===== src/rtl/core/r2q_pkg.sv =====
// Shared types for the rotation matrix to quaternion pipeline.
// No dependencies.
package r2q_pkg;

    // Which component comes from the square root.
    typedef enum logic [1:0] {
        AX_TRACE = 2'd0,
        AX_X     = 2'd1,
        AX_Y     = 2'd2,
        AX_Z     = 2'd3
    } ax_t;

endpackage


===== src/rtl/core/r2q_front.sv =====
// Input stage: trace, axis pick, radicand and off-diagonal sums/differences.
// Depends on r2q_pkg.
module r2q_front
    import r2q_pkg::*;
#(
    parameter int DATA_WIDTH = 16,
    parameter int FRAC_BITS  = 14,
    parameter int RW         = 19,
    parameter int NBW        = 34
)
(
    input  logic                         clk,
    input  logic                         rst_n,
    input  logic                         en,
    input  logic                         in_valid,
    input  logic signed [DATA_WIDTH-1:0] m00,
    input  logic signed [DATA_WIDTH-1:0] m01,
    input  logic signed [DATA_WIDTH-1:0] m02,
    input  logic signed [DATA_WIDTH-1:0] m10,
    input  logic signed [DATA_WIDTH-1:0] m11,
    input  logic signed [DATA_WIDTH-1:0] m12,
    input  logic signed [DATA_WIDTH-1:0] m20,
    input  logic signed [DATA_WIDTH-1:0] m21,
    input  logic signed [DATA_WIDTH-1:0] m22,
    output logic                         vld,
    output logic [NBW-1:0]               n,
    output logic signed [DATA_WIDTH:0]   d0,
    output logic signed [DATA_WIDTH:0]   d1,
    output logic signed [DATA_WIDTH:0]   d2,
    output ax_t                          ax,
    output logic                         degen
);

    localparam int DDW = DATA_WIDTH + 1;
    localparam logic signed [RW-1:0] ONE = RW'(1) << FRAC_BITS;

    logic signed [RW-1:0]  e00, e11, e22, trace, rad;
    logic signed [DDW-1:0] d0_next, d1_next, d2_next;
    ax_t                   ax_next;
    logic                  degen_next;
    logic [NBW-1:0]        n_next;
    logic                  vld_reg;
    logic [NBW-1:0]        n_reg;
    logic signed [DDW-1:0] d0_reg, d1_reg, d2_reg;
    ax_t                   ax_reg;
    logic                  degen_reg;

    always_comb
    begin
        e00   = RW'(m00);
        e11   = RW'(m11);
        e22   = RW'(m22);
        trace = e00 + e11 + e22;
        if (trace > 0)
        begin
            ax_next = AX_TRACE;
        end
        else
        begin
            ax_next = AX_X;
            if (m11 > m00)
                ax_next = AX_Y;
            if (m22 > ((ax_next == AX_Y) ? m11 : m00))
                ax_next = AX_Z;
        end
        unique case (ax_next)
            AX_TRACE:
            begin
                rad     = ONE + trace;
                d0_next = DDW'(m21) - DDW'(m12);
                d1_next = DDW'(m02) - DDW'(m20);
                d2_next = DDW'(m10) - DDW'(m01);
            end
            AX_X:
            begin
                rad     = ONE + e00 - e11 - e22;
                d0_next = DDW'(m21) - DDW'(m12);
                d1_next = DDW'(m10) + DDW'(m01);
                d2_next = DDW'(m20) + DDW'(m02);
            end
            AX_Y:
            begin
                rad     = ONE + e11 - e22 - e00;
                d0_next = DDW'(m02) - DDW'(m20);
                d1_next = DDW'(m21) + DDW'(m12);
                d2_next = DDW'(m01) + DDW'(m10);
            end
            default:
            begin
                rad     = ONE + e22 - e00 - e11;
                d0_next = DDW'(m10) - DDW'(m01);
                d1_next = DDW'(m02) + DDW'(m20);
                d2_next = DDW'(m12) + DDW'(m21);
            end
        endcase
        degen_next = (ax_next != AX_TRACE) && (rad <= 0);
        n_next     = degen_next ? '0 : (NBW'(rad[RW-1:0]) << FRAC_BITS);
    end

    always_ff @(posedge clk or negedge rst_n)
    begin
        if (!rst_n)
            vld_reg <= 1'b0;
        else if (en)
            vld_reg <= in_valid;
    end

    always_ff @(posedge clk)
    begin
        if (en)
        begin
            n_reg     <= n_next;
            d0_reg    <= d0_next;
            d1_reg    <= d1_next;
            d2_reg    <= d2_next;
            ax_reg    <= ax_next;
            degen_reg <= degen_next;
        end
    end

    assign vld   = vld_reg;
    assign n     = n_reg;
    assign d0    = d0_reg;
    assign d1    = d1_reg;
    assign d2    = d2_reg;
    assign ax    = ax_reg;
    assign degen = degen_reg;

endmodule


===== config.mk =====
export PLATFORM = sky130hd
export DESIGN_NAME = r2q_front
export DESIGN_NICKNAME = d
export VERILOG_FILES = /design/src/rtl/core/r2q_pkg.sv /design/src/rtl/core/r2q_front.sv
export SDC_FILE = /design/constraint.sdc
export NUM_CORES = 1
export LEC_CHECK = 0
export BUFFER_PORTS_ARGS = -buffer_cell sky130_fd_sc_hd__buf_2
export CORE_UTILIZATION = 40
export CTS_CLUSTER_DIAMETER = 50
export DETAILED_ROUTE_END_ITERATION = 16
export SYNTH_ARGS = -nofsm -noshare
export SYNTH_HDL_FRONTEND = slang
export SYNTH_SLANG_ARGS = --single-unit
export TNS_END_PERCENT = 30

===== constraint.sdc =====
create_clock -name clk -period 1 [get_ports clk]
set_clock_uncertainty 0.2 [all_clocks]
set_input_delay 0.2 -clock clk [delete_from_list [all_inputs] [get_ports clk]]
set_output_delay 0.2 -clock clk [all_outputs]
set_load 0.02 [all_outputs]

* After elaboration in Yosys (flattened, before gate mapping) *
Index checks and enable logic that the tools add are counted.

cells by class
  add/subtract/negate cells = 18
  magnitude comparators = 4
  equal/unequal tests = 3
  multiplexer cells = 9
  reductions and logical operators = 4

operators with widths
  kind                      count
  $pmux W17 S3              2
  $add A16 B16 Y17          4
  $pmux W19 S3              1
  $sub A18 B16 Y19          3
  $sub A17 B16 Y18          3
  $add A16 B16 Y17 const A  3
  $sub A16 B16 Y17          3
  $pmux W17 S2              1
  $gt A16 B16 Y1            2
  $add A16 B18 Y19 const A  1
  $le A19 B1 Y1 const B     1
  $add A17 B16 Y18          1
  $gt A18 B1 Y1 const B     1
  $mux W16                  1
  $mux W2                   4
  $eq A2 B2 Y1 const B      2
  $eq A2 B1 Y1 const B      1
  $logic_not A2 Y1          1
  $reduce_bool A2 Y1        1
  $reduce_or A2 Y1          1
  $logic_and A1 B1 Y1       1

word-level totals
  logic and storage cells = 46
  bits of input ports = 148
  register bits = 89

* Depth between registers and ports, before layout *
Gate-level depths: netlist of the first run.

  depth after elaboration = 13
  gate-level depth with buffers = 29

* Least setup slack after synthesis of the first run *
No wires, ideal clock.

  path kind = input to register
  start point = input port m00[13]
  end point = register n_reg[21], in the netlist n[21], data pin
  data arrival time = 6.013 ns
  data required time = 0.529 ns
  stages = 27
  library setup time = 0.271 ns
  buffers on the path = 8
  setup slack = -5.484 ns
  cells stage by stage = inv_1 > ha_1 > or4b_4 > nor4b_2 > and2_1 > a221o_2 > nand2_2 > nand2_2 > buf_2 > clkbuf_1 > clkbuf_1 > clkbuf_1 > nor2_1 > a21oi_1 > ha_1 > and4_1 > a21oi_1 > nand4_1 > o31ai_1 > or2_2 > clkbuf_1 > clkbuf_1 > clkbuf_1 > a311oi_1 > nor3_1 > clkbuf_1 > o22ai_1

between the ends
  longest elaborated chain between the ends = 12
  elaborated cells on any way between the ends = 25

RTL lines
  item                                                    RTL line          source
  start: declaration                                      r2q_front.sv:16   input logic signed [DATA_WIDTH-1:0] m00,
  branches (longest 12 deep; another with $le A19 B1 Y1)  --
  end signal: assignment                                  r2q_front.sv:112  n_reg <= n_next;
  end: declaration                                        r2q_front.sv:43   logic [NBW-1:0] n_reg;

Parallel ways; which one is timed is not known. The select of a mux whose other input is x is not followed.
A chain may end at the register's enable or synchronous reset.

* Worst setup path in the final report of the first run *
  start point = input port m00[1]
  end point = register n_reg[25], in the netlist n[25], data pin

The elaborated chain is that of the path after synthesis.

==> results of run 1 <==
## logic make-up (layout without fill, tap and decap cells)
logic type                 Yosys count  count (layout)  synth area share, %
adders and majority gates          330             330                 31.7
xor gates and xnor gates           129             129                 7.65
DFF                                 74              74                 15.0
buffers and inverters              262            1125                 7.11
and+or+nand+nor                    446             447                 14.6
muxes                               11              11                0.821
AOI/OAI and AO/OA                  525             525                 23.1
other                                1              16               0.0254
## worst max-delay path, delay by kind of cell
family,cells,cell delay [ps]
fa+ha+maj,4,1310
compound gates,8,1420
xor+xnor,1,120
simple gates,7,1920
buf+inv,3,270
## how the worst min path moves through the flow
stage               endpoint  cells after the start
global placement         vld                      1
global route             vld                      2
detailed placement       vld                      1
CTS                      vld                      2
finish                   vld                      2
floorplan                vld                      0
## per-layer routing
layer  routed length [microns]  GRT usage [%]  up-vias
li1                          -              -     8030
met1                     26000           41.3     7920
met2                     26700           49.6      480
met3                      3530           4.11       71
met4                      1220           7.44        0
met5                         0              0        -
## where the power goes
part	internal [W]	switching [W]	total, W
sequential	0.00485	0.000410	0.00526
combinational	0.0153	0.0162	0.0314
clock	0.00193	0.00146	0.00338
total	0.0220	0.0180	0.0401
## final cells by class
| cell class | count | area (sq um) |
|---|---|---|
| well taps | 468 | 586 |
| fillers | 3120 | 13100 |
| inverters | 184 | 714 |
| repair buffers | 925 | 6990 |
| clock buffers | 9 | 225 |
| multi-input cells | 1458 | 12500 |
| flip-flops and latches | 74 | 2220 |
| clock inverters | 7 | 70.1 |
## timing repair
item / 4_1_cts / 5_1_grt
endpoints found under the setup margin: 146 / 146
resized for setup: 200 / 130
endpoints found under the hold margin: 2 / 1
pin swaps: 34 / 41
setup buffers: 52 / 36
cloned: 7 / 1
## placed cells by master, fill, tap and decap left out, drive strengths merged, types with 22 or more instances in the layout
cell | Yosys | final
xnor2 | 96 | 96
nor2 | 143 | 143
a21o | 28 | 28
nor2b | 29 | 29
fa | 74 | 74
inv | 184 | 179
nand2 | 115 | 116
o31ai | 22 | 22
buf | 32 | 921
xor2 | 33 | 33
nor3 | 47 | 47
nand3 | 24 | 24
ha | 256 | 256
edfxtp | 73 | 73
o21ai | 94 | 94
a211oi | 35 | 35
a21oi | 169 | 169
## through the flow
stage          power (W)  hold slack (ps)
2_1_floorplan     0.0187             -296
3_3_place_gp      0.0303             -225
3_5_place_dp      0.0306             -221
4_1_cts           0.0377             -135
5_1_grt           0.0424             -132
6_report          0.0401             -127
==> metrics.txt, run 1 <==
Critical Path RT 920 ps; Synth top cells by count ha_1, inv_1, a21oi_1; RD Place Congestion 0.935; Vias/cell 5.28; Crit path largest cell delay 530 ps; PD cells 1720 nW/um^2; Clock Tree Buf Depth 2; worst r2r src vld; Sum Neg Setup Slack -295810 ps; Yosys top cell area share 21.7%; gr ovfl total 0; pre-CTS setup slack -4720 ps; WS Path Type primary input to register; Avg Synthesized Cell Area 8.31 sq um; top_reg_cell synth edfxtp_1; Reg2Reg Setup Slack 60 ps; Finished Layout Cells 3125; design area 23300 sq um; ant diodes 0; total CTS buffers 9; maxcap violations 0; Syn Std Cell Area 14800 sq um; WHS -127 ps; die area 37700 sq um; Ys Warns 0; Worst setup endpoint n[25]; Setup crit start kind primary input; max-slew violation total from the final report 0; top cells by area, synth ha_1, edfxtp_1, fa_1; share of cells above drive strength 1 42.4%; Critical Path AT 5250 ps; worst setup margin -4330 ps; # port buffers 221; Initial Util 40.5%; total vias in the final route 16501; failing checks negative hold slack, negative setup slack; Final Cycle Share 533%; final wirelength 57500 microns; WL/cell 18.4 microns; register area share after synthesis 15.0%; Reg clk slew, reported paths 60 ps; CTS Root Cell clkbuf_16; Final Util 64.0%; status complete, but fails checks; Die Span X 194 microns; Die Ht 194 microns; CTS sink cnt 74; Synth Register Bits 74; FF-to-FF End vld; DR DRC count 0; achievable clock frequency 0.188 GHz; Placed Instance Area 21000 sq um; Leak 11.4 nW; Worst Hold Class primary input to register; Inst Count DP 3025; CP Max Fanout 4; clk_lat worst skew 360 ps; CTS tree built; Cell variety after synth 90; vias in the first global route 16585; Layout area overhead 57.9%; depth of the most critical reg-to-reg path 1; row cnt 70; initial antenna violation count 1; first-pass GRT wire length 89200 microns; Critical Path Most Common Cell ha_2; starting DRC count in detailed routing 1120; # H-tree levels 3; RSZ-0062 raised after global routing yes; dpl hpwl 46500 microns; Worst Min Path Start in_valid; hold_buf cts 2; Worst Setup SP m00[1]; Hold Vio Cnt, Final 1; peak supply drop 1.15 mV; Slew headroom 51.1%; Synth area leader ha_1; core area 36400 sq um; EDFF count, synth 73; total track usage 30.1%; largest net degree at the start of global routing 53; Synth async-reset ratio 1.35%; Pre-Repair DR Iteration Count 8; # IOs 237; CP endpoint kind register; critical-path cell list buf_8 > fa_1 > ha_2 > inv_2 > fa_2 > nor2b_4 > o31ai_4 > and2_4 > o21ai_2 > buf_6 > o221ai_4 > nand2b_1 > xnor2_2 > ha_2 > nor2b_1 > o21ai_1 > or4_4 > nor4_4 > a21oi_4 > or4_1 > a222oi_1 > a311oi_1 > a22o_1; final setup fails 146; Mapped Cells 1778; most common cell in the synthesized netlist ha_1; nets 3130; CP max stage cell fa_1; Largest register FFs 19; Worst-Margin Slew 716 ps; Post-DRT Antenna Nets 0; Tmin final 5330 ps
(Power assumes the default switching activity.)
==> inputs of run 2 (changes only) <==
==> constraint.sdc (replaced) <==
create_clock -name clk -period 1 [get_ports clk]
set_clock_uncertainty 0.2 [all_clocks]
set_input_delay 0.25 -clock clk [delete_from_list [all_inputs] [get_ports clk]]
set_output_delay 0.25 -clock clk [all_outputs]
set_load 0.02 [all_outputs]
==> metrics.txt, run 2 (synthesized netlist as in run 1, its figures left out) <==
max-slew violation total from the final report 0; hold_buf cts 2; Die Ht 194 microns; logic gate share of total power 77.3%; design area 23100 sq um; core area 36400 sq um; Placed Instance Area 20900 sq um; Layout area overhead 56.5%; Min-Delay Endpoint vld; Worst-Margin Slew 667 ps; Post-DRT Antenna Nets 0; CTS sink cnt 74; final wirelength 55900 microns; Vias/cell 5.27; CP endpoint kind register; ant diodes 0; peak supply drop 1.01 mV; status complete, but fails checks; RSZ-0062 raised after global routing yes; Tmin final 5300 ps; # port buffers 221; Buf+Inv Stages, Crit Path 3; Hold Vio Cnt, Final 1; CP max stage cell or4b_4; clk_lat worst skew 360 ps; Leak 11.3 nW; # H-tree levels 3; WHS -75.4 ps; nets 3111; Worst Min Path Start in_valid; Finished Layout Cells 3106; pre-CTS setup slack -4890 ps; worst setup margin -4300 ps; met1 Resource Use GR 39.4%; worst r2r src vld; Sw Share 44.8%; met3 usage 4.82%; Total Power 0.0400 W; share of cells above drive strength 1 41.4%; commonest non-fill, non-tap cell in the layout buf_4; Critical Path RT 930 ps; gr ovfl total 0; Pre-Repair DR Iteration Count 7; total track usage 29.1%; row cnt 70; total vias in the final route 16381; Final Cycle Share 530%; achievable clock frequency 0.189 GHz; CTS Root Cell clkbuf_16; critical-path cell list buf_8 > clkinvlp_4 > ha_4 > or4b_4 > nor4b_4 > and2_1 > a221o_2 > and2_4 > nor2_4 > buf_6 > nor2_4 > a21oi_2 > ha_1 > nor2b_4 > o211ai_1 > a211oi_4 > o31ai_4 > or2_4 > a31oi_1 > a2111o_1 > a221o_1 > nor4_4 > a311oi_2 > a22o_1; Critical Path AT 5230 ps; GR peak layer met2; die area 37700 sq um; Min-Delay Path Depth 2; largest net degree at the start of global routing 53; Crit path largest cell delay 570 ps; final setup fails 146; initial antenna violation count 1; FF-to-FF End vld; Largest register FFs 19; Initial Util 40.5%; Critical Path Most Common Cell nor2_4; Worst Hold Class primary input to register; Inst Count DP 3016; failing checks negative hold slack, negative setup slack; WL/cell 18.0 microns; # IOs 237; WS Path Type primary input to register; Switch Pwr 0.0179 W; CTS tree built; CP Max Fanout 7; PD cells 1730 nW/um^2; Reg clk slew, reported paths 70 ps; Seq pwr share 13.2%; DR DRC count 0; P_int 0.0221 W; Slew headroom 54.4%; first-pass GRT wire length 86200 microns; maxcap violations 0; vias in the first global route 16237; critical path's top delay family compound AO/OA/AOI/OAI gates; routing usage on met2 48.4%; total CTS buffers 9; depth of the most critical reg-to-reg path 1; RD Place Congestion 0.916; Clock Tree Buf Depth 2; clock power share 9.6%; starting DRC count in detailed routing 1066; most frequent cells in the layout buf_4, ha_1, buf_2; Setup crit start kind primary input; Die Span X 194 microns; dpl hpwl 45700 microns; Reg2Reg Setup Slack 60 ps
-- run 2: power groups by stage --
| stage | Sequential (W) | Clock (W) | Combinational, W |
|---|---|---|---|
| floorplan | 0.00642 | 0 | 0.0123 |
| global placement | 0.00533 | 0 | 0.0248 |
| detailed placement | 0.00532 | 0 | 0.0250 |
| CTS | 0.00527 | 0.00386 | 0.0282 |
| global route | 0.00533 | 0.00395 | 0.0331 |
| finish | 0.00527 | 0.00382 | 0.0309 |
-- run 2: stage by stage --
step	hold slack (ps)	TNS, ps	util [%]
3_5_place_dp	-174	-331140	57.4
4_1_cts	-84.1	-303330	61.5
6_report	-75.4	-304030	63.4
5_1_grt	-74.9	-317350	63.4
3_3_place_gp	-176	-325250	57.4
2_1_floorplan	-246	-310850	-
-- run 2: how the worst max path moves through the flow --
stage | startpoint | end | slack, ps | cells after the start
6_report | m11[12] | n[22] | -4300 | 24
3_3_place_gp | m00[12] | n[22] | -4670 | 25
3_5_place_dp | m00[14] | n[25] | -4890 | 26
4_1_cts | m22[1] | n[22] | -4260 | 23
2_1_floorplan | m11[12] | n[22] | -4740 | 27
5_1_grt | m11[13] | n[22] | -4500 | 25
-- run 2: cell type report --
cell class,count,area [sq um]
Clock buffer,9,225
Tap cell,468,586
Inverter,184,714
Fill cell,3130,13300
Multi-Input combinational cell,1458,12500
Sequential cell,74,2220
Timing Repair Buffer,906,6760
Clock inverter,7,108
-- run 2: layer usage --
layer / routed length [microns] / part of all wire, % / vias to the layer above
met3: 3930 / 7.0 / 73
met2: 26100 / 47 / 528
met5: 8 / 0.014 / -
li1: - / - / 7992
met4: 1060 / 1.9 / 2
met1: 24800 / 44 / 7786
-- run 2: timing repair --
item | 4_1_cts | 5_1_grt
hold endpoints to repair | 2 | 1
buffers inserted | 50 | 24
pin swaps | 31 | 45
setup endpoints to repair | 146 | 147
cloned | 4 | 3
gates resized for setup | 160 | 137
