--- src/rtl/core/r2q_isqrt.sv ---
// Pipelined integer square root, one root bit per stage, with sideband.
// No dependencies.
module r2q_isqrt
#(
    parameter int SW = 17,
    parameter int PW = 54
)
(
    input  logic            clk,
    input  logic            rst_n,
    input  logic            en,
    input  logic            in_vld,
    input  logic [2*SW-1:0] n,
    input  logic [PW-1:0]   side_in,
    output logic            vld,
    output logic [SW-1:0]   root,
    output logic [PW-1:0]   side_out
);

    localparam int RMW = SW + 2;

    logic [SW-1:0]            vld_reg;
    logic [SW-1:0][RMW-1:0]   rem_reg;
    logic [SW-1:0][SW-1:0]    root_reg;
    logic [SW-1:0][2*SW-1:0]  nsh_reg;
    logic [SW-1:0][PW-1:0]    side_reg;

    for (genvar g = 0; g < SW; g++)
    begin : g_stage
        logic            v_in;
        logic [RMW-1:0]  rem_in, remc, trial, rem_next;
        logic [SW-1:0]   root_in, root_next;
        logic [2*SW-1:0] n_in;
        logic [PW-1:0]   s_in;
        logic            ge;

        if (g == 0)
        begin : g_first
            assign v_in    = in_vld;
            assign rem_in  = '0;
            assign root_in = '0;
            assign n_in    = n;
            assign s_in    = side_in;
        end
        else
        begin : g_rest
            assign v_in    = vld_reg[g-1];
            assign rem_in  = rem_reg[g-1];
            assign root_in = root_reg[g-1];
            assign n_in    = nsh_reg[g-1];
            assign s_in    = side_reg[g-1];
        end

        always_comb
        begin
            remc      = {rem_in[RMW-3:0], n_in[2*SW-1:2*SW-2]};
            trial     = {root_in, 2'b01};
            ge        = (remc >= trial);
            rem_next  = ge ? (remc - trial) : remc;
            root_next = {root_in[SW-2:0], ge};
        end

        always_ff @(posedge clk or negedge rst_n)
        begin
            if (!rst_n)
                vld_reg[g] <= 1'b0;
            else if (en)
                vld_reg[g] <= v_in;
        end

        always_ff @(posedge clk)
        begin
            if (en)
            begin
                rem_reg[g]  <= rem_next;
                root_reg[g] <= root_next;
                nsh_reg[g]  <= n_in << 2;
                side_reg[g] <= s_in;
            end
        end
    end

    assign vld      = vld_reg[SW-1];
    assign root     = root_reg[SW-1];
    assign side_out = side_reg[SW-1];

endmodule

--- config.mk ---
export PLATFORM = sky130hd
export DESIGN_NAME = r2q_isqrt
export DESIGN_NICKNAME = d
export VERILOG_FILES = /design/src/rtl/core/r2q_isqrt.sv
export SDC_FILE = /design/constraint.sdc
export NUM_CORES = 1
export LEC_CHECK = 0
export BUFFER_PORTS_ARGS = -buffer_cell sky130_fd_sc_hd__buf_2
export CORE_MARGIN = 1
export CORE_UTILIZATION = 45
export DETAILED_ROUTE_END_ITERATION = 10
export PLACE_DENSITY = 0.66
export SKIP_CTS_REPAIR_TIMING = 1
export SYNTH_ARGS = -nofsm -noshare
export SYNTH_HDL_FRONTEND = slang
export SYNTH_SLANG_ARGS = --single-unit
--- constraint.sdc ---
create_clock -name clk -period 2.9 [get_ports clk]
set_input_delay 0.435 -clock clk [delete_from_list [all_inputs] [get_ports clk]]
set_output_delay 0.435 -clock clk [all_outputs]
set_load 0.01 [all_outputs]
# After elaboration in Yosys (flattened, before gate mapping)
# Cells that the tools add are included.
# totals
register_bits	1618
latchBits	0
ram_bits	0
romBits	0
wordCells	133
n_memories	0
# op_classes
addsub	16
n_mul	0
div_mod_pow	0
order_cmp	17
n_eq_ne	0
shifts	0
muxes	16
bitwise_logic	0
n_reduce_logical	0
# op_table
operator	count
2-to-1 mux 17 bit	15
>= comparator 19 x 10 -> 1 bit	1
>= comparator 19 x 11 -> 1 bit	1
>= comparator 19 x 12 -> 1 bit	1
>= comparator 19 x 13 -> 1 bit	1
>= comparator 19 x 14 -> 1 bit	1
>= comparator 19 x 15 -> 1 bit	1
>= comparator 19 x 16 -> 1 bit	1
>= comparator 19 x 17 -> 1 bit	1
>= comparator 19 x 18 -> 1 bit	1
>= comparator 19 x 3 -> 1 bit	1
>= comparator 19 x 4 -> 1 bit	1
>= comparator 19 x 5 -> 1 bit	1
>= comparator 19 x 6 -> 1 bit	1
>= comparator 19 x 7 -> 1 bit	1
>= comparator 19 x 8 -> 1 bit	1
>= comparator 19 x 9 -> 1 bit	1
subtractor 17 x 10 -> 17 bit	1
subtractor 17 x 11 -> 17 bit	1
subtractor 17 x 12 -> 17 bit	1
subtractor 17 x 13 -> 17 bit	1
subtractor 17 x 14 -> 17 bit	1
subtractor 17 x 15 -> 17 bit	1
subtractor 17 x 16 -> 17 bit	1
other kinds (11)	11

# Depth between registers and ports, before layout
# Gate-level depths: netlist of run 1.
# logic_depth
depth_word	2
mapped_depth	12

# Least setup slack after synthesis of run 1
# No wires, ideal clock.
# synth_path
kind	reg-to-reg
from	register rem_reg (netlist bit g_stage[8].rem_in[2])
to	register rem_reg (netlist bit g_stage[9].rem_in[16]) (data pin)
arrival_time_ps	2592
required_ps	2629
setup_slack_ps	37
path_stages_with_launch	11
cell_sequence	edfxtp_1 ha_1 a21o_1 a21o_1 a221oi_2 o21ai_1 or4b_1 clkbuf_1 o211ai_1 nor4_1 xor2_1
# synth_via
elab_chain_cells	2
word_cells_on_any_way	3
classes_between	1 x add/sub; 1 x order compare; 1 x mux
# synth_rtl
item	line	rtl
from (decl)	23	logic [SW-1:0][RMW-1:0] rem_reg;
from (signal, indexed assignment)	75	rem_reg[g] <= rem_next;
subtractor 17 x 10 -> 17 bit or >= comparator 19 x 10 -> 1 bit (tied branches)	59, 58	
2-to-1 mux 17 bit *	59	rem_next = ge ? (remc - trial) : remc;
named net g_stage[8].rem_next[16]	31	logic [RMW-1:0] rem_in, remc, trial, rem_next;
# The timed path passes the listed nets; every way through them passes the cells marked *.
# A chain may end at the register's enable or synchronous reset.

# Worst setup path after layout of run 1
# layout_path
from	register rem_reg (netlist bit g_stage[2].rem_in[4])
to	register rem_reg (netlist bit g_stage[3].rem_in[16]) (data pin)
# layout_via
elab_chain_cells	2
word_cells_on_any_way	3
classes_between	1 x add/sub; 1 x order compare; 1 x mux
# layout_rtl
item	line
subtractor 17 x 4 -> 17 bit or >= comparator 19 x 4 -> 1 bit (tied branches)	59, 58
2-to-1 mux 17 bit *	59
named net g_stage[2].rem_next[16]	31
# Marked as above.

==> qor.yml, run 1 <==
outcome:
  status: "finished, final reports clean"
finish:
  final_cell_count_no_fill: 5655
  final_common_cell: "edfxtp_1"
  layout_common_cells: "edfxtp_1, inv_1, ha_1, clkbuf_16, buf_2"
  fin_util_pct: 53.8
  drive_gt1_share_pct: 16.4
  num-nets-final: 4039
  fillerInstances: 10149
  area_growth_pct: 18.3
  antennaDiodeCount: 0
  largest_register_ffs: 864
global_route:
  grt_antenna_before_repair: 0
  grt_pass1_wl_um: 132000
  overflow: 0
  grtUsageMet3_pct: 3.11
  gr-usage-met1_pct: 14.8
  grt-busiest-layer: "met2"
  grt_start_max_net_pins: 89
  grt.total_usage_pct: 12.5
  first_global_vias: 26830
  grtUsageMet2_pct: 21.5
yosys:
  synth_top_area_share_pct: 81.2
  syn_inst: 3237
  synth_edf_count: 1597
  ys.flop_type: "edfxtp_1"
  yosys_warnings: 0
  syn_area_per_cell_sq_um: 18.2
  yosys.area.top_type: "edfxtp_1"
  synth_cell_types: 69
  ys_top_cells_by_area: "edfxtp_1, ha_1, xnor2_1"
  seq_area_frac_synth_pct: 81.9
  syn_area_sq_mm: 0.0591
  synth_nets: 3499
  async_flop_share_pct: 1.05
  synth-seq-cells: 1614
timing:
  clock.fmax_mhz: 355
  min_period_over_period_pct: 97.2
  rsz0062_at_grt: "false"
  skew_ps: 39.9
  fin_hold_ws_ps: 112
  tightest_slew_ps: 599
  hold_violations: 0
  finalSetupViolCount: 0
  drv_slew: 0
  maxSlewHeadroom_pct: 59.7
  period_minus_slack_ps: 2820
clock_network:
  cts_sinks: 1614
  clk_latency_ps: 770
  cts_buffer_depth: 3
  cts-root-buf: "clkbuf_16"
  clkTransAtPathRegs_ps: 60
  cts_tree: "done"
  cts_buffers: 165
  cts_max_level: 4
floorplan:
  rows: 132
  dieArea_sq_mm: 0.133
  start_util_pct: 45.5
  dieHeight_um: 364
  core_sq_mm: 0.130
  die_w_um: 364
  io_pins: 164
setup_path:
  r2r-start: "g_stage[2].rem_in[4]"
  endpoint_kind: "register"
  path_max_fanout: 5
  path_class: "register to register"
  worstRegToRegCells: 8
  arrival_ps: 3330
  cp_data_required_time_ps: 3420
  timing.rr.end: "g_stage[3].rem_in[16]"
  cp-start-kind: "register"
  r2r_setup_slack_ps: 80
power:
  power_mw: 54.2
  ir_drop_v: 0.000820
  p_per_area_mw_per_mm2: 776
  p_leak_nw: 25.8
routing:
  wire_per_inst_um: 14.7
  drt_iter0_drc: 1510
  vias: 27053
  dr.pass1.iters: 8
  drc: 0
  ant_nets: 0
  drt_wl_total_um: 83100
  avgViaCountPerCell: 4.78
placed_design:
  gp_congestion: 0.883
  dpl.hpwl_um: 52200
  io_buffers: 163
  placed_cells: 5259
job:
  maxCapViolCount: 0
hold_path:
  hold_path.class: "primary input to asynchronous set/reset pin"
[cell type report]
class	count	area, sq um	area share (%)
clock buffers	200	4300	6.16
flip-flops and latches	1614	48400	69.2
repair buffers	399	3240	4.64
well taps	1742	2180	3.12
inverters	211	792	1.13
multi-input cells	1386	9900	14.2
clock inverters	103	1100	1.57
[power breakdown]
group / internal (mW) / total, mW / switching [mW]
clock: 12.2 / 20.7 / 8.54
combinational: 2.19 / 4.72 / 2.53
sequential: 28.0 / 28.8 / 0.791
total: 42.4 / 54.2 / 11.9
[synth_stat cells, types with 12 or more instances]
master,n
o21a_1,33
a31oi_1,12
inv_1,211
dfrtp_1,17
o21ai_0,129
nand4_1,16
mux2_2,59
nor4_1,28
nor2b_1,31
nand3_1,39
xnor2_1,95
a21o_1,58
nand2_1,145
or4_1,14
nor3_1,48
ha_1,170
or3_1,15
nor2_1,128
edfxtp_1,1597
a21oi_1,101
nand2b_1,35
o31ai_1,13
clkbuf_1,19
xor2_1,78
[stage by stage]
| step | cell area [sq um] | worst slack (ps) | TNS (ps) |
|---|---|---|---|
| finish | 69900 | 81.9 | 0 |
| global route | 69900 | 1.39 | 0 |
| CTS | 68900 | -34.2 | -34.2 |
| detailed placement | 63500 | -30.4 | -30.4 |
| global placement | 63500 | 33.6 | 0 |
| floorplan | 59100 | 36.7 | 0 |
[cell families (layout without fill, tap and decap cells)]
logic type / count (synthesis) / in the layout / synth area share, %
other cells: 1 / 1 / 0.00635
compound gates: 416 / 416 / 4.39
xor+xnor: 174 / 174 / 2.59
simple gates: 558 / 558 / 4.72
fa+ha+maj: 170 / 170 / 3.60
mux: 67 / 67 / 1.26
flops: 1614 / 1614 / 81.9
buf+inv: 237 / 913 / 1.52
[layer usage]
metal	part of all wire, %	wire, um
met5	0	0
met3	4.1	3440
met2	51	42300
met1	42	34700
met4	3.2	2690
[how the worst max path moves through the flow]
stage | from | to | slack (ps) | cells past startpoint
after detailed placement | g_stage[15].rem_in[3] | g_stage[16].rem_in[11] | -30 | 10
after CTS | g_stage[15].rem_in[3] | g_stage[16].rem_in[11] | -30 | 10
after global placement | g_stage[15].rem_in[3] | g_stage[16].rem_in[11] | 30 | 10
after floorplan | g_stage[8].rem_in[2] | g_stage[9].rem_in[16] | 40 | 10
final | g_stage[2].rem_in[4] | g_stage[3].rem_in[16] | 80 | 8
after global routing | g_stage[6].rem_in[4] | g_stage[7].rem_in[14] | 1 | 9
[critical path, stage by stage, from the launching register on]
cell,delay (ps)
edfxtp_1,420
or4_4,570
or3_4,360
or3_1,340
or3_1,330
and3b_2,250
nand2b_1,100
nor2_1,50
xor2_1,140
Power figures use the tool's default switching activity.
==> run 2, diff against run 1 <==
--- a/config.mk
+++ b/config.mk
@@ -9,6 +9,7 @@
 export CORE_MARGIN = 1
 export CORE_UTILIZATION = 45
 export DETAILED_ROUTE_END_ITERATION = 10
+export MAX_ROUTING_LAYER = met4
 export PLACE_DENSITY = 0.66
 export SKIP_CTS_REPAIR_TIMING = 1
 export SYNTH_ARGS = -nofsm -noshare
==> run 2 against run 1 <==
Clock skew fell by 4.7 ps. Sequential power barely moved. Utilization barely moved. Critical path depth rose by 1. Die area did not move. Routed wire length rose by 0.21%. Clock power fell by 2%. Final cell count barely moved. Combinational power barely moved.
==> qor.yml, run 2 (synthesis gave the netlist of run 1 again) <==
floorplan:
  rows: 132  # unchanged
  die_w_um: 364  # unchanged
  dieHeight_um: 364  # unchanged
  core_sq_mm: 0.130  # unchanged
  start_util_pct: 45.5  # unchanged
  dieArea_sq_mm: 0.133  # unchanged
  io_pins: 164  # unchanged
timing:
  finalWorstSetupSlack_ps: 65.7  # -16.2 ps
  fin_hold_ws_ps: 106  # -6.74 ps
  setup_tns_ps: 0  # unchanged
  min_period_over_period_pct: 97.7  # +0.56 points
  clock.fmax_mhz: 353  # -0.57%
  rsz0062_at_grt: "true"
  finalSetupViolCount: 0  # unchanged
  maxSlewHeadroom_pct: 58.0  # -1.7 points
  period_minus_slack_ps: 2830  # +16.2 ps
  tightest_slew_ps: 624  # +25.4 ps
  hold_violations: 0  # unchanged
  skew_ps: 35.1  # -4.74 ps
  drv_slew: 0  # unchanged
hold_path:
  hold_path.class: "primary input to asynchronous set/reset pin"
power:
  power_frac_clock_pct: 37.5  # -0.7 points
  comb_power_share_pct: 8.8  # about the same
  power.internal_mw: 41.7  # -1.6%
  ir_drop_v: 0.000555  # -32%
  switching_share_pct: 22.4  # +0.54 points
  p_per_area_mw_per_mm2: 769  # -0.90%
  p_leak_nw: 25.7  # -0.34%
  power.switching_mw: 12.0  # +1.5%
  p_seq_share_pct: 53.6  # +0.5 points
setup_path:
  cp_data_required_time_ps: 3400  # -20 ps
  endpoint_kind: "register"
  r2r-start: "g_stage[6].rem_in[4]"
  cp-start-kind: "register"
  worstRegToRegCells: 9  # +1
  path_class: "register to register"
  arrival_ps: 3340  # about the same
  crit_start: "g_stage[6].rem_in[4]"
  endpoint: "g_stage[7].rem_in[14]"
  timing.rr.end: "g_stage[7].rem_in[14]"
  r2r_setup_slack_ps: 70  # -20 ps
  path_max_fanout: 2  # -3
routing:
  ant_nets: 0  # unchanged
  wire_per_inst_um: 14.7  # +0.20%
  drt_iter0_drc: 1524  # +0.93%
  drt_wl_total_um: 83300  # +0.21%
  dr.pass1.iters: 7  # -1
  drc: 0  # unchanged
  vias: 27091  # +0.14%
  avgViaCountPerCell: 4.79  # +0.12%
global_route:
  grt_pass1_wl_um: 133000  # +0.16%
  overflow: 0  # unchanged
  first_global_vias: 26721  # -0.41%
  grt_antenna_before_repair: 1  # +1
  grt.total_usage_pct: 12.9  # +0.40 points
  grt_start_max_net_pins: 91  # +2.2%
clock_network:
  cts_sinks: 1614  # unchanged
  cts_buffers: 164  # -0.61%
  clkTransAtPathRegs_ps: 60  # about the same
  cts_tree: "done"
  clk_latency_ps: 790  # +20 ps
  cts_buffer_depth: 3  # unchanged
  cts_max_level: 4  # unchanged
  cts-root-buf: "clkbuf_16"
placed_design:
  io_buffers: 163  # unchanged
  place_ws_ps: -27.8  # +2.62 ps
  gp_congestion: 0.893  # +1.1%
  dpl.hpwl_um: 52100  # about the same
job:
  maxCapViolCount: 0  # unchanged
finish:
  antennaDiodeCount: 0  # unchanged
  final_common_cell: "edfxtp_1"
  area_growth_pct: 18.2  # about the same
  layout_common_cells: "edfxtp_1, inv_1, clkbuf_16, buf_2, ha_1"
  num-nets-final: 4041  # +0.050%
  largest_register_ffs: 864  # unchanged
  drive_gt1_share_pct: 16.5  # +0.072 points
outcome:
  status: "finished, final reports clean"
[run 2: changes by cell type in the layout (fill, tap and decap cells not counted), moves of 3 or more]
cell       change
clkbuf_16      -3
ha_1           -6
buf_12         -4
clkinv_2       -4
buf_4          +6
clkinv_8       -4
bufinv_16      -7
ha_4           +5
clkinv_16      +8
clkinv_1      +10
[run 2: worst min-delay path by stage]
stage                      from                   to  cells after the start
after detailed placement  rst_n                  vld                      1
after CTS                 rst_n     g_stage[13].v_in                      1
final                     rst_n     g_stage[13].v_in                      2
after floorplan           rst_n     g_stage[10].v_in                      0
after global placement    rst_n                  vld                      1
after global routing         en  g_stage[1].s_in[12]                      1
[run 2: metrics by stage]
stage / power [mW] / utilization, % / area, sq um / std cells
after floorplan: 32.0 / - / 59100 / 3237
after global placement: 33.7 / 48.8 / 63400 / 5257
after detailed placement: 33.9 / 48.8 / 63400 / 5257
after CTS: 54.3 / 52.9 / 68700 / 5558
after global routing: 56.1 / 53.8 / 69800 / 5656
final: 53.7 / 53.8 / 69800 / 5656
[run 2: layout make-up]
cell class | instances | area [sq um]
fillers | 10247 | 60000
repair buffers | 402 | 3220
well taps | 1742 | 2180
multi-input cells | 1386 | 10000
inverters | 211 | 792
clock buffers | 199 | 4240
clock inverters | 102 | 1040
flip-flops and latches | 1614 | 48400
[run 2: layer usage]
metal / track usage [%] / wire length (um)
met5: - / 0
met4: 5.84 / 2770
met3: 3.01 / 3190
met2: 21.3 / 42000
met1: 15.1 / 35300
[run 2: power groups by stage]
stage                     Clock (mW)  Combinational (mW)  Sequential [mW]
final                           20.2                4.75             28.8
after global routing            21.8                5.34             29.0
after CTS                       20.9                4.61             28.8
after detailed placement           0                4.59             29.3
after global placement             0                4.49             29.2
after floorplan                    0                2.95             29.0
[run 2: critical path, cell delays in order, from the launching register on]
cell      delay, ps
edfxtp_1        430
ha_4            300
nand3_2          80
or4_4           490
nand3_2          90
or2b_1          110
a211oi_2         40
or4b_4          530
or3_4           350
xnor2_2         130
==> run 3, diff against run 2 <==
--- a/config.mk
+++ b/config.mk
@@ -6,10 +6,10 @@
 export NUM_CORES = 1
 export LEC_CHECK = 0
 export BUFFER_PORTS_ARGS = -buffer_cell sky130_fd_sc_hd__buf_2
-export CORE_MARGIN = 1
+export CAP_MARGIN = 15
+export CORE_MARGIN = 4
 export CORE_UTILIZATION = 45
 export DETAILED_ROUTE_END_ITERATION = 10
-export MAX_ROUTING_LAYER = met4
 export PLACE_DENSITY = 0.66
 export SKIP_CTS_REPAIR_TIMING = 1
 export SYNTH_ARGS = -nofsm -noshare
==> run 3 against run 2 <==
Routed wire length rose by 0.70%. Global-route usage fell by 0.81 points. Cell area decreased by 0.32%. Die area up 3.3%. Sequential cell count is the same. Sequential power about the same. Non-clock buffer count shrank 11. Largest power group unchanged. Clock-buffer cell count fell by 3.
==> qor.yml, run 3 (synthesis gave the netlist of run 1 again) <==
clock_network:
  clk_latency_ps: 780  # about the same
  cts_buffer_depth: 3  # unchanged
  cts_sinks: 1614  # unchanged
  clkTransAtPathRegs_ps: 60  # about the same
  cts_max_level: 4  # unchanged
  cts-root-buf: "clkbuf_16"
  cts_buffers: 167  # +1.8%
  cts_tree: "done"
timing:
  hold_violations: 0  # unchanged
  min_period_over_period_pct: 99.3  # +1.6 points
  finalSetupViolCount: 0  # unchanged
  maxSlewHeadroom_pct: 59.8  # +1.8 points
  setup_tns_ps: 0  # unchanged
  rsz0062_at_grt: "true"
  tightest_slew_ps: 597  # -27.2 ps
  period_minus_slack_ps: 2880  # +45.7 ps
  fin_hold_ws_ps: 101  # -4.47 ps
  drv_slew: 0  # unchanged
  skew_ps: 47.4  # +12.3 ps
  clock.fmax_mhz: 347  # -1.6%
  finalWorstSetupSlack_ps: 20.0  # -45.7 ps
placed_design:
  dpl.hpwl_um: 52000  # -0.28%
  placed_cells: 5245  # -0.23%
  io_buffers: 163  # unchanged
  gp_congestion: 0.860  # -3.7%
  place_area_sq_mm: 0.0632  # -0.28%
  place_ws_ps: -30.8  # -2.94 ps
routing:
  vias: 27107  # +0.059%
  wire_per_inst_um: 14.9  # +0.98%
  ant_nets: 0  # unchanged
  drt_iter0_drc: 1516  # -0.52%
  drc: 0  # unchanged
  drt_wl_total_um: 83900  # +0.70%
  avgViaCountPerCell: 4.81  # +0.34%
  dr.pass1.iters: 7  # unchanged
power:
  ir_drop_v: 0.000730  # +31%
  p_leak_nw: 25.6  # -0.25%
  p_per_area_mw_per_mm2: 770  # +0.12%
setup_path:
  arrival_ps: 3400  # +60 ps
  path_max_fanout: 4  # +2
  cp_data_required_time_ps: 3420  # +20 ps
  path_class: "register to register"
  worstRegToRegCells: 9  # unchanged
  endpoint_kind: "register"
  cp-start-kind: "register"
finish:
  num-nets-final: 4033  # -0.20%
  fillerInstances: 10129  # -1.2%
  antennaDiodeCount: 0  # unchanged
  seq_area_sq_mm: 0.0484  # unchanged
  final_cell_count_no_fill: 5640  # -0.28%
  final_common_cell: "edfxtp_1"
  largest_register_ffs: 864  # unchanged
  area_growth_pct: 17.9
  multi_input_area_sq_mm: 0.00997  # -0.28%
  design_area_sq_mm: 0.0696  # -0.32%
  layout_common_cells: "edfxtp_1, inv_1, clkbuf_16, ha_1, buf_2"
  drive_gt1_share_pct: 16.4  # -0.11 points
floorplan:
  dieHeight_um: 370  # +1.6%
  dieArea_sq_mm: 0.137  # +3.3%
  start_util_pct: 45.4  # -0.058 points
  core_sq_mm: 0.130  # +0.13%
  rows: 132  # unchanged
  die_w_um: 370  # +1.6%
  io_pins: 164  # unchanged
global_route:
  grt_start_max_net_pins: 94  # +3.3%
  grt.total_usage_pct: 12.1  # -0.81 points
  overflow: 0  # unchanged
  grt_pass1_wl_um: 134000  # +1.3%
  first_global_vias: 27234  # +1.9%
  grt_antenna_before_repair: 2  # +1
hold_path:
  hold_depth: 1
  hold_path.class: "primary input to register"
job:
  maxCapViolCount: 0  # unchanged
outcome:
  status: "finished, final reports clean"
run 3: report_power, final:
part           leakage (nW)  internal, mW  switching (mW)
combinational          7.39          2.16            2.57
clock                  2.55          11.4            8.65
sequential             15.7          28.0           0.788
total                  25.6          41.6            12.0
run 3: layer usage:
layer | GRT usage (%) | wire [um]
met1 | 14.5 | 35200
met2 | 20.6 | 42100
met3 | 2.90 | 3480
met4 | 5.81 | 3000
met5 | 0 | 12
run 3: path summary, 6_finish.rpt:
kind                                      start                    end  slack (ps)
max                        g_stage[6].rem_in[1]  g_stage[7].rem_in[14]          20
min reg2reg                 g_stage[2].s_in[43]    g_stage[3].s_in[43]         380
max in group asynchronous                 rst_n        g_stage[2].v_in        2500
max reg2reg                g_stage[6].rem_in[1]  g_stage[7].rem_in[14]          20
min in group asynchronous                 rst_n       g_stage[15].v_in         130
min                                          en    g_stage[4].s_in[23]         100
run 3: area by class of cell:
type / count / area share, %
inverter: 211 / 1.14
clock buffer: 196 / 6.16
sequential: 1614 / 69.5
tap: 1742 / 3.13
multi-input combinational: 1386 / 14.3
clock inverter: 100 / 1.38
timing repair buffer: 391 / 4.38
run 3: metrics by stage:
step / total power, mW / utilization, %
finish: 53.6 / 53.6
global route: 56.2 / 53.6
CTS: 54.2 / 52.7
detailed placement: 33.8 / 48.6
global placement: 33.6 / 48.6
floorplan: 32.0 / -
run 3: worst max-delay path: stages (launching register included):
cell and delay (ps):
edfxtp_1 420, ha_4 310, nand3b_1 80, or4_4 520, nand3_2 110, or2b_1 110, a211oi_2 40, or4b_4 530
or3_4 350, xnor2_2 130
